<file path="src/rtl/pct_pkg.sv">
// ----------------------------------------------------------------------------
// Polygon convexity test: shared package
// Widths, the request record that runs from the front to the back, and the
// front state encoding.
// ----------------------------------------------------------------------------
`default_nettype none

package pct_pkg;

  localparam int COORD_BITS  = 16;
  localparam int NORMAL_BITS = 32;
  localparam int COUNT_W     = 8;

  localparam int EDGE_W  = COORD_BITS + 1;
  localparam int PROD_W  = 2 * EDGE_W;
  localparam int CROSS_W = PROD_W + 1;
  localparam int DOT_W   = CROSS_W + NORMAL_BITS;
  localparam int SUM_W   = DOT_W + 2;

  localparam int IN_RAW_W   = 3 * COORD_BITS + 3 * NORMAL_BITS;
  localparam int IN_DATA_W  = ((IN_RAW_W + 7) / 8) * 8;
  localparam int OUT_RAW_W  = 1 + COUNT_W + 2;
  localparam int OUT_DATA_W = ((OUT_RAW_W + 7) / 8) * 8;

  localparam int QUEUE_DEPTH = 4;
  localparam int QPTR_W      = $clog2(QUEUE_DEPTH);
  localparam int QCNT_W      = $clog2(QUEUE_DEPTH + 1);

  localparam logic [COUNT_W-1:0] COUNT_MAX = {COUNT_W{1'b1}};
  localparam logic [COUNT_W-1:0] MIN_TURNS = COUNT_W'(3);

  typedef logic [2:0][COORD_BITS-1:0]  vec_t;
  typedef logic [2:0][NORMAL_BITS-1:0] nvec_t;

  typedef struct packed {
    logic               do_turn;
    logic               finish;
    logic [COUNT_W-1:0] count;
    logic               bad;
  } meta_t;

  typedef struct packed {
    meta_t meta;
    vec_t  p0;
    vec_t  p1;
    vec_t  p2;
    nvec_t nrm;
  } job_t;

  typedef enum logic [1:0] {
    F_IDLE,
    F_WRAP1,
    F_WRAP2
  } fstate_e;

endpackage

`default_nettype wire

</file>
<file path="src/rtl/pct_front.sv">
// ----------------------------------------------------------------------------
// Polygon convexity test: front end
// Accepts vertices, keeps the face history and issues one turn request per
// vertex triple, plus two wrap-around triples (1-2 vertices: one final job).
// ----------------------------------------------------------------------------
`default_nettype none

module pct_front (
  input  wire                  clk_i,
  input  wire                  rst_ni,
  input  wire                  s_valid_i,
  output logic                 s_ready_o,
  input  wire  pct_pkg::vec_t  cur_i,
  input  wire  pct_pkg::nvec_t nrm_i,
  input  wire                  index_ok_i,
  input  wire                  last_i,
  input  wire                  q_full_i,
  output logic                 push_o,
  output pct_pkg::job_t        job_o
);
  import pct_pkg::*;

  fstate_e            state_q, state_d;
  vec_t               first_q, first_d;
  vec_t               second_q, second_d;
  vec_t               older_q, older_d;
  vec_t               newer_q, newer_d;
  nvec_t              normal_q, normal_d;
  logic [COUNT_W-1:0] count_q, count_d;
  logic               bad_q, bad_d;

  logic               take;
  logic               has_pair;
  logic [COUNT_W-1:0] count_n;
  logic               bad_n;

  assign has_pair = (count_q >= COUNT_W'(2));
  assign count_n  = (count_q == COUNT_MAX) ? COUNT_MAX : count_q + COUNT_W'(1);
  assign bad_n    = bad_q | ~index_ok_i;

  always_comb begin
    state_d = state_q;
    case (state_q)
      F_IDLE: begin
        if (take && last_i && has_pair) begin
          state_d = F_WRAP1;
        end
      end
      F_WRAP1: begin
        if (!q_full_i) begin
          state_d = F_WRAP2;
        end
      end
      F_WRAP2: begin
        if (!q_full_i) begin
          state_d = F_IDLE;
        end
      end
      default: state_d = F_IDLE;
    endcase
  end

  always_comb begin
    s_ready_o         = 1'b0;
    push_o            = 1'b0;
    job_o.meta.do_turn = 1'b1;
    job_o.meta.finish  = 1'b0;
    job_o.meta.count   = count_n;
    job_o.meta.bad     = bad_n;
    job_o.p0          = older_q;
    job_o.p1          = newer_q;
    job_o.p2          = cur_i;
    job_o.nrm         = normal_q;
    case (state_q)
      F_IDLE: begin
        s_ready_o = ~q_full_i;
        if (s_valid_i && !q_full_i) begin
          if (!has_pair) begin
            push_o            = last_i;
            job_o.meta.do_turn = 1'b0;
            job_o.meta.finish  = 1'b1;
          end else begin
            push_o = 1'b1;
          end
        end
      end
      F_WRAP1: begin
        push_o   = ~q_full_i;
        job_o.p2 = first_q;
      end
      F_WRAP2: begin
        push_o            = ~q_full_i;
        job_o.p0          = newer_q;
        job_o.p1          = first_q;
        job_o.p2          = second_q;
        job_o.meta.finish = 1'b1;
        job_o.meta.count  = count_q;
        job_o.meta.bad    = bad_q;
      end
      default: begin
        push_o = 1'b0;
      end
    endcase
  end

  assign take = s_valid_i & s_ready_o;

  always_comb begin
    first_d  = first_q;
    second_d = second_q;
    older_d  = older_q;
    newer_d  = newer_q;
    normal_d = normal_q;
    count_d  = count_q;
    bad_d    = bad_q;
    if (take) begin
      if (count_q == '0) begin
        first_d  = cur_i;
        normal_d = nrm_i;
      end
      if (count_q == COUNT_W'(1)) begin
        second_d = cur_i;
      end
      older_d = newer_q;
      newer_d = cur_i;
      if (last_i && !has_pair) begin
        count_d = '0;
        bad_d   = 1'b0;
      end else begin
        count_d = count_n;
        bad_d   = bad_n;
      end
    end else if (state_q == F_WRAP2 && !q_full_i) begin
      count_d = '0;
      bad_d   = 1'b0;
    end
  end

  always_ff @(posedge clk_i or negedge rst_ni) begin
    if (!rst_ni) begin
      state_q  <= F_IDLE;
      first_q  <= '0;
      second_q <= '0;
      older_q  <= '0;
      newer_q  <= '0;
      normal_q <= '0;
      count_q  <= '0;
      bad_q    <= 1'b0;
    end else begin
      state_q  <= state_d;
      first_q  <= first_d;
      second_q <= second_d;
      older_q  <= older_d;
      newer_q  <= newer_d;
      normal_q <= normal_d;
      count_q  <= count_d;
      bad_q    <= bad_d;
    end
  end

endmodule

`default_nettype wire

</file>
<file path="config.mk">
export PLATFORM = sky130hd
export DESIGN_NAME = pct_front
export DESIGN_NICKNAME = d
export VERILOG_FILES = /design/src/rtl/pct_pkg.sv /design/src/rtl/pct_front.sv
export SDC_FILE = /design/constraint.sdc
export NUM_CORES = 1
export LEC_CHECK = 0
export ABC_AREA = 1
export BUFFER_PORTS_ARGS = -buffer_cell sky130_fd_sc_hd__clkbuf_2
export CAP_MARGIN = 20
export CORE_MARGIN = 10
export CORE_UTILIZATION = 50
export CTS_CLUSTER_DIAMETER = 30
export DETAILED_ROUTE_END_ITERATION = 6
export MAX_ROUTING_LAYER = met4
export PLACE_DENSITY = 0.8
export REMOVE_ABC_BUFFERS = 1
export SLEW_MARGIN = 15
export SYNTH_ARGS = -nofsm -noshare
export SYNTH_HDL_FRONTEND = slang
export SYNTH_SLANG_ARGS = --single-unit
</file>
<file path="constraint.sdc">
create_clock -name clk_i -period 4.9 [get_ports clk_i]
set_input_delay 0.735 -clock clk_i [delete_from_list [all_inputs] [get_ports clk_i]]
set_output_delay 0.735 -clock clk_i [all_outputs]
set_load 0.02 [all_outputs]
</file>
==> results_dict.tcl <==
set metrics [dict create \
    finalWeightedCongestion 0.873 \
    antenna_found_initial 7 \
    cts_resized 0 \
    tritoncts "done" \
    synth-seq-cells 299 \
    relSlewSlack_pct 32.2 \
    slew_viol_final 0 \
    grt_pass1_wl_um 65400 \
    failed_checks "DRC" \
    cts_root_buf "clkbuf_16" \
    arrival_ns 3.22 \
    num-nets-final 2207 \
    fp.dieW_um 184 \
    peakVddDrop_mv 0.490 \
    drtIter0Drc 1120 \
    p_total_mw 14.5 \
    via_per_inst 5.17 \
    rows 60 \
    die_y_um 184 \
    fin_area_mm2 0.0176 \
    htree_levels 2 \
    yosysTopAreaCell "dfrtp_1" \
    end_kind "primary output" \
    cts_buffer_depth 3 \
    synthTopCellsByArea "dfrtp_1, nand2_1, o21ai_0" \
    min_period_over_period_pct 80.6 \
    via_count 12600 \
    io-pin-count 403 \
    slowest_stage "buf_4" \
    hp-class "in -> async" \
    fmax_mhz 253 \
    rsz0062_at_grt "false" \
    die_area_mm2 0.0340 \
    status "finished, violations left" \
    synth_area_mm2 0.0135 \
    hold_viol_final 0 \
    insertion_delay_ns 0.56 \
    groute.usage.overall_pct 24.7 \
    synthCells 1681 \
    grt-ovfl-total 0 \
    dr.pass1.iters 7 \
    synth_cell_types 20 \
    period_needed_ns 3.95 \
    place_area_mm2 0.0157 \
    p_leak_nw 9.42 \
    worst_pin_slew_ns 1.02 \
    clk_pin_slew_ns 0.05 \
    synth_seq_area_share_pct 55.4 \
    grt_max_degree 157 \
    yosysWarnings 0 \
    routed_wl_um 42100 \
    initial_core_util_pct 50.4 \
    cts_hold_buf 0 \
    routedWlPerCell_um 17.2 \
    finalSetupViolCount 0 \
    drive_gt1_share_pct 24.9 \
    area_growth_pct 30.4 \
    crit_chain "inv_1, ha_4, buf_4, buf_4, nand2_1, a31oi_1, clkbuf_2" \
    core_area_mm2 0.0268 \
    crit_required_ns 4.16 \
    drc 5 \
    slowest_delay_ns 0.73 \
    cts_setup_buffers 0 \
    crit_fanout 91 \
    grt_pass1_vias 12600 \
    crit_buf_inv 4 \
    crit_type "reg -> out" \
    place.port_buffers 402 \
    synth_top_cell_area_share_pct 55.4 \
    cts_buffers 56 \
    ant_nets 0 \
    fillers 2155 \
    worst_hold_slack_ns 0.0402 \
    p_per_area_mw_per_mm2 821 \
    ff2ff_setup_slack_ns 2.11 \
    drv_cap 0 \
    avgSynthCellArea_um2 8.04 \
    cp-start-kind "flop" \
    cts_sinks 299 \
    critPathTopFamily "buffers and inverters" \
    dp_hpwl_um 28800 \
    clock_skew_ns 0.0195 \
    path_common_cell "buf_4" \
]
-- routing by layer --
metal  wire length [µm]  up-vias  global-route usage, %  part of all wire, %
li1                   -     6091                      -                    -
met1              16000     5887                   27.5                   38
met2              20400      549                   39.6                   48
met3               4280      101                   8.64                   10
met4               1490        0                   10.4                  3.5
met5                  0        -                      -                    0
-- where the power goes --
part | total (mW) | switching [mW] | internal, mW
logic | 6.30 | 4.40 | 1.90
registers | 4.27 | 0.699 | 3.57
clock network | 3.88 | 1.34 | 2.54
total | 14.5 | 6.44 | 8.02
-- layout by cell type, fill, tap and decap left out --
master / instances
inv_8: 1
clkinv_4: 8
nand3_1: 12
xor2_1: 1
buf_4: 9
nand3_4: 1
clkinv_2: 10
dfrtp_1: 299
buf_8: 1
nand3b_4: 1
nand2_1: 519
clkinvlp_4: 5
inv_1: 210
clkbuf_16: 56
a31oi_1: 49
nand3b_1: 1
o21ai_1: 142
nor3_2: 1
inv_2: 1
clkbuf_2: 401
a21oi_1: 1
o21ai_0: 267
diode_2: 7
clkbuf_1: 5
bufinv_16: 7
buf_12: 3
ha_4: 2
ha_2: 1
ha_1: 7
clkinv_8: 1
nor2_1: 59
clkbuf_8: 3
inv_6: 8
inv_16: 1
-- cells in the mapped netlist --
| master | instances |
|---|---|
| buf_2 | 28 |
| a31oi_1 | 49 |
| nand3b_2 | 1 |
| ha_1 | 10 |
| xor2_1 | 1 |
| buf_1 | 7 |
| nand3_4 | 1 |
| nand3_1 | 12 |
| a21oi_1 | 1 |
| nor3_2 | 1 |
| nor2_1 | 59 |
| o21ai_1 | 142 |
| buf_6 | 4 |
| nand2_1 | 519 |
| clkbuf_1 | 67 |
| o21ai_0 | 267 |
| nand3b_1 | 1 |
| inv_2 | 2 |
| inv_1 | 210 |
| dfrtp_1 | 299 |
-- cell type report --
type / instances / area, µm² / share of cell area (%)
antenna: 7 / 17.5 / 0.0994
clock buffer: 64 / 1460 / 8.29
clock inverter: 40 / 480 / 2.73
inverter: 212 / 797 / 4.52
multi-input combinational: 1064 / 4800 / 27.3
sequential: 299 / 7480 / 42.5
tap: 341 / 427 / 2.42
timing repair buffer: 414 / 2150 / 12.2
-- path summary, 6_finish.rpt --
path,cells after the start,end,start
min in group clk_i,3,job_o[42],nrm_i[42]
hold reg to reg,2,newer_q[35],newer_q[35]
max in group asynchronous,2,job_o[94],rst_ni
setup / recovery,7,job_o[130],state_q[0]
setup reg to reg,7,count_q[1],state_q[0]
hold / removal,1,second_q[26],rst_ni
-- metrics by stage --
step	setup WS (ns)	utilization, %	instances	TNS [ns]
finish	0.950	65.7	2441	0
CTS	0.959	65.7	2434	0
floorplan	-1.11	-	1575	-190.54
detailed placement	1.54	58.4	2330	0
global placement	1.65	58.4	2330	0
global route	0.696	65.7	2441	0
-- kinds of logic after synthesis --
group | count (synthesis) | share of synthesized area, %
AOI/OAI and AO/OA | 459 | 17.5
xor gates and xnor gates | 1 | 0.0648
and+or+nand+nor | 594 | 16.8
DFF | 299 | 55.4
adders and majority gates | 10 | 0.926
buffers and inverters | 318 | 9.32
-- state kept, by name, summed over array words and instances (netlist names) --
register,count
newer_q,48
first_q,48
bad_q,1
second_q,48
job_o,96
count_q,8
state_q,2
older_q,48
-- worst register-to-register path, delay by kind of cell (launching register included) --
kind,cells,cell delay (ns)
buf+inv,3,1.45
compound gates,1,0.15
simple gates,2,0.46
fa+ha+maj,1,0.18
flops,1,0.42
(Power assumes the default switching activity.)
