--- src/rtl/pct_pkg.sv ---
// ----------------------------------------------------------------------------
// Polygon convexity test: shared package
// Widths, the request record that runs from the front to the back, and the
// front state encoding.
// ----------------------------------------------------------------------------
`default_nettype none

package pct_pkg;

  localparam int COORD_BITS  = 16;
  localparam int NORMAL_BITS = 32;
  localparam int COUNT_W     = 8;

  localparam int EDGE_W  = COORD_BITS + 1;
  localparam int PROD_W  = 2 * EDGE_W;
  localparam int CROSS_W = PROD_W + 1;
  localparam int DOT_W   = CROSS_W + NORMAL_BITS;
  localparam int SUM_W   = DOT_W + 2;

  localparam int IN_RAW_W   = 3 * COORD_BITS + 3 * NORMAL_BITS;
  localparam int IN_DATA_W  = ((IN_RAW_W + 7) / 8) * 8;
  localparam int OUT_RAW_W  = 1 + COUNT_W + 2;
  localparam int OUT_DATA_W = ((OUT_RAW_W + 7) / 8) * 8;

  localparam int QUEUE_DEPTH = 4;
  localparam int QPTR_W      = $clog2(QUEUE_DEPTH);
  localparam int QCNT_W      = $clog2(QUEUE_DEPTH + 1);

  localparam logic [COUNT_W-1:0] COUNT_MAX = {COUNT_W{1'b1}};
  localparam logic [COUNT_W-1:0] MIN_TURNS = COUNT_W'(3);

  typedef logic [2:0][COORD_BITS-1:0]  vec_t;
  typedef logic [2:0][NORMAL_BITS-1:0] nvec_t;

  typedef struct packed {
    logic               do_turn;
    logic               finish;
    logic [COUNT_W-1:0] count;
    logic               bad;
  } meta_t;

  typedef struct packed {
    meta_t meta;
    vec_t  p0;
    vec_t  p1;
    vec_t  p2;
    nvec_t nrm;
  } job_t;

  typedef enum logic [1:0] {
    F_IDLE,
    F_WRAP1,
    F_WRAP2
  } fstate_e;

endpackage

`default_nettype wire

--- src/rtl/pct_queue.sv ---
// ----------------------------------------------------------------------------
// Polygon convexity test: request queue
// A short first-in first-out buffer of turn requests between the front end
// and the arithmetic back end.
// ----------------------------------------------------------------------------
`default_nettype none

module pct_queue (
  input  wire                 clk_i,
  input  wire                 rst_ni,
  input  wire                 push_i,
  input  wire  pct_pkg::job_t data_i,
  input  wire                 pop_i,
  output pct_pkg::job_t       data_o,
  output logic                full_o,
  output logic                empty_o
);
  import pct_pkg::*;

  job_t              mem_q [QUEUE_DEPTH];
  logic [QPTR_W-1:0] wr_ptr_q, wr_ptr_d;
  logic [QPTR_W-1:0] rd_ptr_q, rd_ptr_d;
  logic [QCNT_W-1:0] cnt_q, cnt_d;

  assign full_o  = (cnt_q == QCNT_W'(QUEUE_DEPTH));
  assign empty_o = (cnt_q == '0);
  assign data_o  = mem_q[rd_ptr_q];

  always_comb begin
    wr_ptr_d = wr_ptr_q;
    rd_ptr_d = rd_ptr_q;
    cnt_d    = cnt_q;
    if (push_i) begin
      wr_ptr_d = wr_ptr_q + QPTR_W'(1);
    end
    if (pop_i) begin
      rd_ptr_d = rd_ptr_q + QPTR_W'(1);
    end
    if (push_i && !pop_i) begin
      cnt_d = cnt_q + QCNT_W'(1);
    end else if (pop_i && !push_i) begin
      cnt_d = cnt_q - QCNT_W'(1);
    end
  end

  always_ff @(posedge clk_i) begin
    if (push_i) begin
      mem_q[wr_ptr_q] <= data_i;
    end
  end

  always_ff @(posedge clk_i or negedge rst_ni) begin
    if (!rst_ni) begin
      wr_ptr_q <= '0;
      rd_ptr_q <= '0;
      cnt_q    <= '0;
    end else begin
      wr_ptr_q <= wr_ptr_d;
      rd_ptr_q <= rd_ptr_d;
      cnt_q    <= cnt_d;
    end
  end

endmodule

`default_nettype wire

--- config.mk ---
export PLATFORM = sky130hd
export DESIGN_NAME = pct_queue
export DESIGN_NICKNAME = d
export VERILOG_FILES = /design/src/rtl/pct_pkg.sv /design/src/rtl/pct_queue.sv
export SDC_FILE = /design/constraint.sdc
export NUM_CORES = 1
export LEC_CHECK = 0
export BUFFER_PORTS_ARGS = -buffer_cell sky130_fd_sc_hd__buf_2
export CELL_PAD_IN_SITES_DETAIL_PLACEMENT = 0
export CELL_PAD_IN_SITES_GLOBAL_PLACEMENT = 1
export CORE_ASPECT_RATIO = 0.8
export CORE_MARGIN = 1.5
export CORE_UTILIZATION = 47
export DETAILED_ROUTE_END_ITERATION = 8
export GPL_TIMING_DRIVEN = 1
export PLACE_DENSITY_LB_ADDON = 0.1
export SYNTH_ARGS = -nofsm -noshare
export SYNTH_HDL_FRONTEND = slang
export SYNTH_SLANG_ARGS = --single-unit
--- constraint.sdc ---
create_clock -name clk_i -period 12.8 [get_ports clk_i]
set_input_delay 3.84 -clock clk_i [delete_from_list [all_inputs] [get_ports clk_i]]
set_output_delay 3.84 -clock clk_i [all_outputs]
set_load 0.01 [all_outputs]
==> run metrics, run 1 <==
CTS buffer count=97; Final setup viols=0; Routed Antenna Nets=0; Clock Latency Late Sink=0.65 ns; Internal Power=7.11 mW; post-CTS setup buffer count=0; via count=16000; worst hold margin=0.502 ns; Post-synth EDFFs=1004; die area=79500 um2; CP endpoint=data_o[249]; row cnt=91; global route overflow=0; CTS Buffer Depth=3; fin. max-slew vios=0; Sequential Power Share=0.450; Clock Skews=0.0247 ns; Hold Crit Class=flip-flop to flip-flop; cells on worst reg2reg path=5; worst reg2reg path startpoint=wr_ptr_q[0]; # IOs=508; FFs w/ async S/R, synth=0.00692; final hold violations=0; critical path arrival=3.86 ns; Core Area=77100 um2; Worst Setup SP=rd_ptr_q[0]; Net Switching=2.93 mW; commonest cells in the netlist=edfxtp_1, mux4_2, buf_2; final RePlAce weighted congestion=0.766; max incr delay on CP=0.84 ns; kind of critical path=flip-flop to output port; CTS tree=yes; hold buffer count at CTS=0; first-pass GRT wire length=108000 um; Detailed Place HPWL=43500 um; drt total wl=74000 um; Synth top area share=0.824; count leader, synth=edfxtp_1; Clock Power Share=0.268; IO Port Bufs=507; max cap viols=0; cell taking the most area after synthesis=edfxtp_1; top cells by area, synth=edfxtp_1, mux4_2, buf_6, dfrtp_1, buf_2; gr usage total=0.186; r2r endpoint=mem_q[0][167]; status=complete, no violations; RSZ-0062 raised after global routing=false; DRC=0; flops & latches, synth=1011; H-tree depth=3; switching part of the total power=0.292; drt first pass iters=5; Post-CTS Resized=0; cells after synthesis=1345; P per Cell Area=232 nW/um2; Relative slew margins=0.134; fin nets=2174; vias in the first global route=16700; register area share after synthesis=0.829; largest net degree at the start of global routing=156; DR WL/cell=24.5 um; predominant post-synthesis flop cell=edfxtp_1; die height=253 um; clock slew at reported path FFs=0.06 ns; Final min period=7.70 ns; DRC marker count from the first detailed-route iteration=1073; area delta synth->final=18.1%; syn_area_per_cell=27.2 um2; Synthesized Nets=1606; synth warn=0; CTS Sinks=1011; Post-Syn Area=36600 um2; fin crit share=0.601; layout cells sized above 1=0.459; root buffer cell=clkbuf_16; worst path cell trace=buf_12, buf_4, mux4_2, buf_2; CP max-delay cell=dfrtp_4; Initial Util=0.475; CP endpoint kind=output port; worst vdd ir=0.201 mV; critical path required time=8.96 ns; Worst Tran Pin Value=1.30 ns; setup_tns=0 ns; Netlist cell types=19; leakage=14.6 nW; Reg2Reg Setup Slack=9.78 ns; Via density=5.31; crit start category=flip-flop; combinational share of power=0.281; fmax=0.130 GHz; initial antenna violation count=22; Worst Path Max Fanout=112; die width=315 um
==> cell families (layout without fill, tap and decap cells) <==
family,count (synthesis),in the layout,share of synthesized area
compound gates,1,1,0.000137
simple gates,9,9,0.00133
mux,252,252,0.155
other cells,0,7,0
buf+inv,60,702,0.0114
xor+xnor,6,6,0.00144
flops,1011,1011,0.829
fa+ha+maj,6,6,0.00226
==> stage by stage <==
stage	std cells	total power [mW]	setup WS [ns]	utilization	instance area, um2
after CTS	3010	10.2	4.83	0.560	43200
after global routing	3011	10.5	4.72	0.560	43200
after floorplan	1345	6.53	2.64	-	36600
final	3017	10.0	5.10	0.561	43200
after global placement	2837	7.48	5.58	0.522	40200
after detailed placement	2837	7.51	5.56	0.522	40200
==> final cells by class <==
type / count / area [um2]
well taps: 1023 / 1280
clock buffers: 118 / 2530
repair buffers: 525 / 2720
flip-flops and latches: 1011 / 30300
multi-input cells: 274 / 5860
clock inverters: 55 / 455
fillers: 5756 / 33900
inverters: 4 / 15.0
diodes: 7 / 17.5
==> worst min-delay path by stage <==
stage	startpoint	end	slack [ns]	depth (start not counted)
final	cnt_q[2]	cnt_q[2]	0.50	1
after global routing	cnt_q[2]	cnt_q[2]	0.52	1
after global placement	cnt_q[2]	cnt_q[2]	0.47	1
after CTS	cnt_q[2]	cnt_q[2]	0.51	1
after detailed placement	cnt_q[2]	cnt_q[2]	0.48	1
after floorplan	cnt_q[2]	cnt_q[2]	0.46	1
==> critical path: cells and delay by family (launching register included) <==
kind | cells | cell delay, ns
buf+inv | 3 | 1.59
mux | 1 | 0.61
flops | 1 | 0.84
==> registers in the layout, summed over array words and instances, names as in the netlist <==
register  count
rd_ptr_q      2
cnt_q         3
wr_ptr_q      2
mem_q      1004
==> per-layer routing <==
layer	global-route usage	vias to the layer above	wire (um)
met5	0	-	159
li1	-	7024	-
met1	0.237	8396	29000
met3	0.0604	146	5450
met4	0.0559	28	1830
met2	0.307	437	37600
==> power groups by stage <==
stage	logic, mW	registers [mW]	clock network [mW]
after floorplan	1.88	4.64	0
after global placement	2.91	4.57	0
after detailed placement	2.91	4.60	0
after CTS	2.92	4.53	2.78
after global routing	3.04	4.58	2.89
final	2.82	4.52	2.69
==> layout by cell type, fill, tap and decap left out <==
cell        count
edfxtp_1     1004
buf_2         507
mux4_2        251
clkbuf_16      98
clkinv_1       24
clkbuf_1       20
clkinv_2       14
buf_4          14
diode_2         7
bufinv_16       6
inv_6           6
ha_1            5
dfrtp_1         5
inv_1           4
and2_4          4
xor2_1          4
buf_12          4
xnor2_1         2
nand2_1         2
clkinvlp_4      2
dfrtp_4         2
nor3_1          1
nor3b_1         1
mux2_2          1
o21ai_0         1
nor2_1          1
fa_1            1
clkinv_8        1
inv_8           1
inv_16          1
Power figures use the tool's default switching activity.
==> run 2, diff against run 1 <==
--- a/config.mk
+++ b/config.mk
@@ -5,6 +5,7 @@
 export SDC_FILE = /design/constraint.sdc
 export NUM_CORES = 1
 export LEC_CHECK = 0
+export ABC_AREA = 1
 export BUFFER_PORTS_ARGS = -buffer_cell sky130_fd_sc_hd__buf_2
 export CELL_PAD_IN_SITES_DETAIL_PLACEMENT = 0
 export CELL_PAD_IN_SITES_GLOBAL_PLACEMENT = 1
==> constraint.sdc (replaced) <==
create_clock -name clk_i -period 7.54 [get_ports clk_i]
set_input_delay 2.262 -clock clk_i [delete_from_list [all_inputs] [get_ports clk_i]]
set_output_delay 2.262 -clock clk_i [all_outputs]
set_load 0.01 [all_outputs]
==> run metrics, run 2 <==
Worst Tran Pin Value=1.01 ns; critical path required time=5.28 ns; Buf+Inv Stages, Crit Path=3; DRC=0; max cap viols=0; Initial Util=0.477; die height=268 um; Hold Crit Class=flip-flop to flip-flop; top cells by area, synth=edfxtp_1, nand2_1, o211ai_2, o211ai_1, inv_1; worst path cell trace=buf_12, buf_4, o211ai_1, nand2_1, buf_2; post-CTS setup buffer count=0; count leader, synth=edfxtp_1; final hold violations=0; Post-CTS Resized=0; # fillers=7033; Via density=5.03; Clock Latency Late Sink=0.67 ns; switching part of the total power=0.364; IO Port Bufs=507; synth warn=0; first-pass GRT wire length=139000 um; CTS tree=yes; status=complete, no violations; Clock Power Share=0.248; clock slew at reported path FFs=0.06 ns; CTS Sinks=1011; biggest registers after layout=mem_q: 1004 flops, cnt_q: 3 flops; Core Area=86400 um2; largest net degree at the start of global routing=158; Post-Syn Area=41200 um2; crit start category=flip-flop; gr usage total=0.203; max incr delay on CP=0.78 ns; CP max-delay cell=dfrtp_4; worst hold margin=0.528 ns; Net Switching=6.97 mW; fmax=0.175 GHz; CTS Buffer Depth=3; DR WL/cell=19.8 um; CP endpoint kind=output port; flops & latches, synth=1011; DRC marker count from the first detailed-route iteration=1375; Relative slew margins=0.328; Sequential Power Share=0.403; setup_tns=0 ns; kind of critical path=flip-flop to output port; total power=19.2 mW; H-tree depth=3; layout cells sized above 1=0.252; placement-stage cell area=44500 um2; hold buffer count at CTS=0; max FFs per register=1004; Netlist cell types=20; Synthesized Nets=3237; Detailed Place HPWL=54800 um; Final min period=5.70 ns; register area share after synthesis=0.736; final core utilization=0.552; vias in the first global route=23400; Routed Antenna Nets=0; leakage=19.0 nW; most frequent cells in the layout=edfxtp_1, nand2_1, inv_1; Biggest register=mem_q; syn_area_per_cell=13.8 um2; via count=23500; row cnt=96; combinational share of power=0.349; cells after synthesis=2976; drt total wl=92500 um; commonest cells in the netlist=edfxtp_1, nand2_1, inv_1; fin nets=3707; fin crit share=0.756; area delta synth->final=15.6%; final RePlAce weighted congestion=0.778; # IOs=508; initial antenna violation count=40; P per Cell Area=403 nW/um2; die area=89500 um2; global route overflow=0; Synth top area share=0.731; commonest non-fill, non-tap cell in the layout=edfxtp_1; drt first pass iters=7; worst vdd ir=0.350 mV; die width=334 um; FFs w/ async S/R, synth=0.00692; fin area=47600 um2; cell taking the most area after synthesis=edfxtp_1; Final setup viols=0; CTS buffer count=100; Post-synth EDFFs=1004; fin. max-slew vios=0; predominant post-synthesis flop cell=edfxtp_1; Worst path top cell family by delay=buffers and inverters; Clock Skews=0.0181 ns; critical path arrival=3.44 ns; Worst Path Max Fanout=144; root buffer cell=clkbuf_16; Internal Power=12.2 mW; RSZ-0062 raised after global routing=false
[run 2: metrics by stage]
stage,cells,setup slack (ns)
2_1_floorplan,2976,0.876
3_3_place_gp,4471,2.57
3_5_place_dp,4471,2.57
4_1_cts,4656,1.84
5_1_grt,4672,1.69
6_report,4675,1.84
[run 2: area by class of cell]
cell class / instances / area (um2) / share of cell area
Antenna cell: 19 / 47.5 / 0.000998
Clock buffer: 119 / 2620 / 0.0549
Clock inverter: 66 / 502 / 0.0105
Inverter: 514 / 1950 / 0.0410
Multi-Input combinational cell: 1283 / 7830 / 0.164
Sequential cell: 1011 / 30300 / 0.637
Tap cell: 1127 / 1410 / 0.0296
Timing Repair Buffer: 536 / 2940 / 0.0618
[run 2: worst min-delay path, cell delays in order, from the launching register on]
cell and delay, ns:
dfrtp_1 0.37, nand2_1 0.07, nand2_1 0.05
[run 2: path summary, 6_finish.rpt]
| path | startpoint | endpoint | slack (ns) | cells after the start |
|---|---|---|---|---|
| min in group asynchronous | rst_ni | cnt_q[1] | 1.44 | 1 |
| setup / recovery | rd_ptr_q[1] | data_o[163] | 1.84 | 5 |
| setup reg to reg | wr_ptr_q[0] | mem_q[0][122] | 4.91 | 5 |
| max in group asynchronous | rst_ni | rd_ptr_q[1] | 5.92 | 1 |
| hold / removal | cnt_q[2] | cnt_q[2] | 0.53 | 2 |
| hold reg to reg | cnt_q[2] | cnt_q[2] | 0.53 | 2 |
[run 2: power groups by stage]
stage | clock network, mW | registers [mW] | logic, mW
final | 4.76 | 7.72 | 6.69
after global placement | 0 | 7.79 | 6.77
after detailed placement | 0 | 7.85 | 6.83
after global routing | 5.08 | 7.81 | 7.35
after floorplan | 0 | 7.83 | 4.57
after CTS | 4.88 | 7.73 | 6.86
[run 2: kinds of logic (layout without fill, tap and decap cells)]
family	count (synthesis)	count (layout)	share of synthesized area
buf+inv	682	1235	0.0742
other cells	0	19	0
compound gates	503	503	0.117
xor+xnor	4	4	0.000850
fa+ha+maj	6	6	0.00200
simple gates	770	770	0.0703
flops	1011	1011	0.736
[run 2: layer usage]
layer | GRT usage | part of all wire | vias up
li1 | - | - | 11400
met1 | 0.261 | 0.42 | 11400
met2 | 0.333 | 0.49 | 508
met3 | 0.0525 | 0.061 | 182
met4 | 0.0810 | 0.031 | 32
met5 | 0 | 0.0021 | -
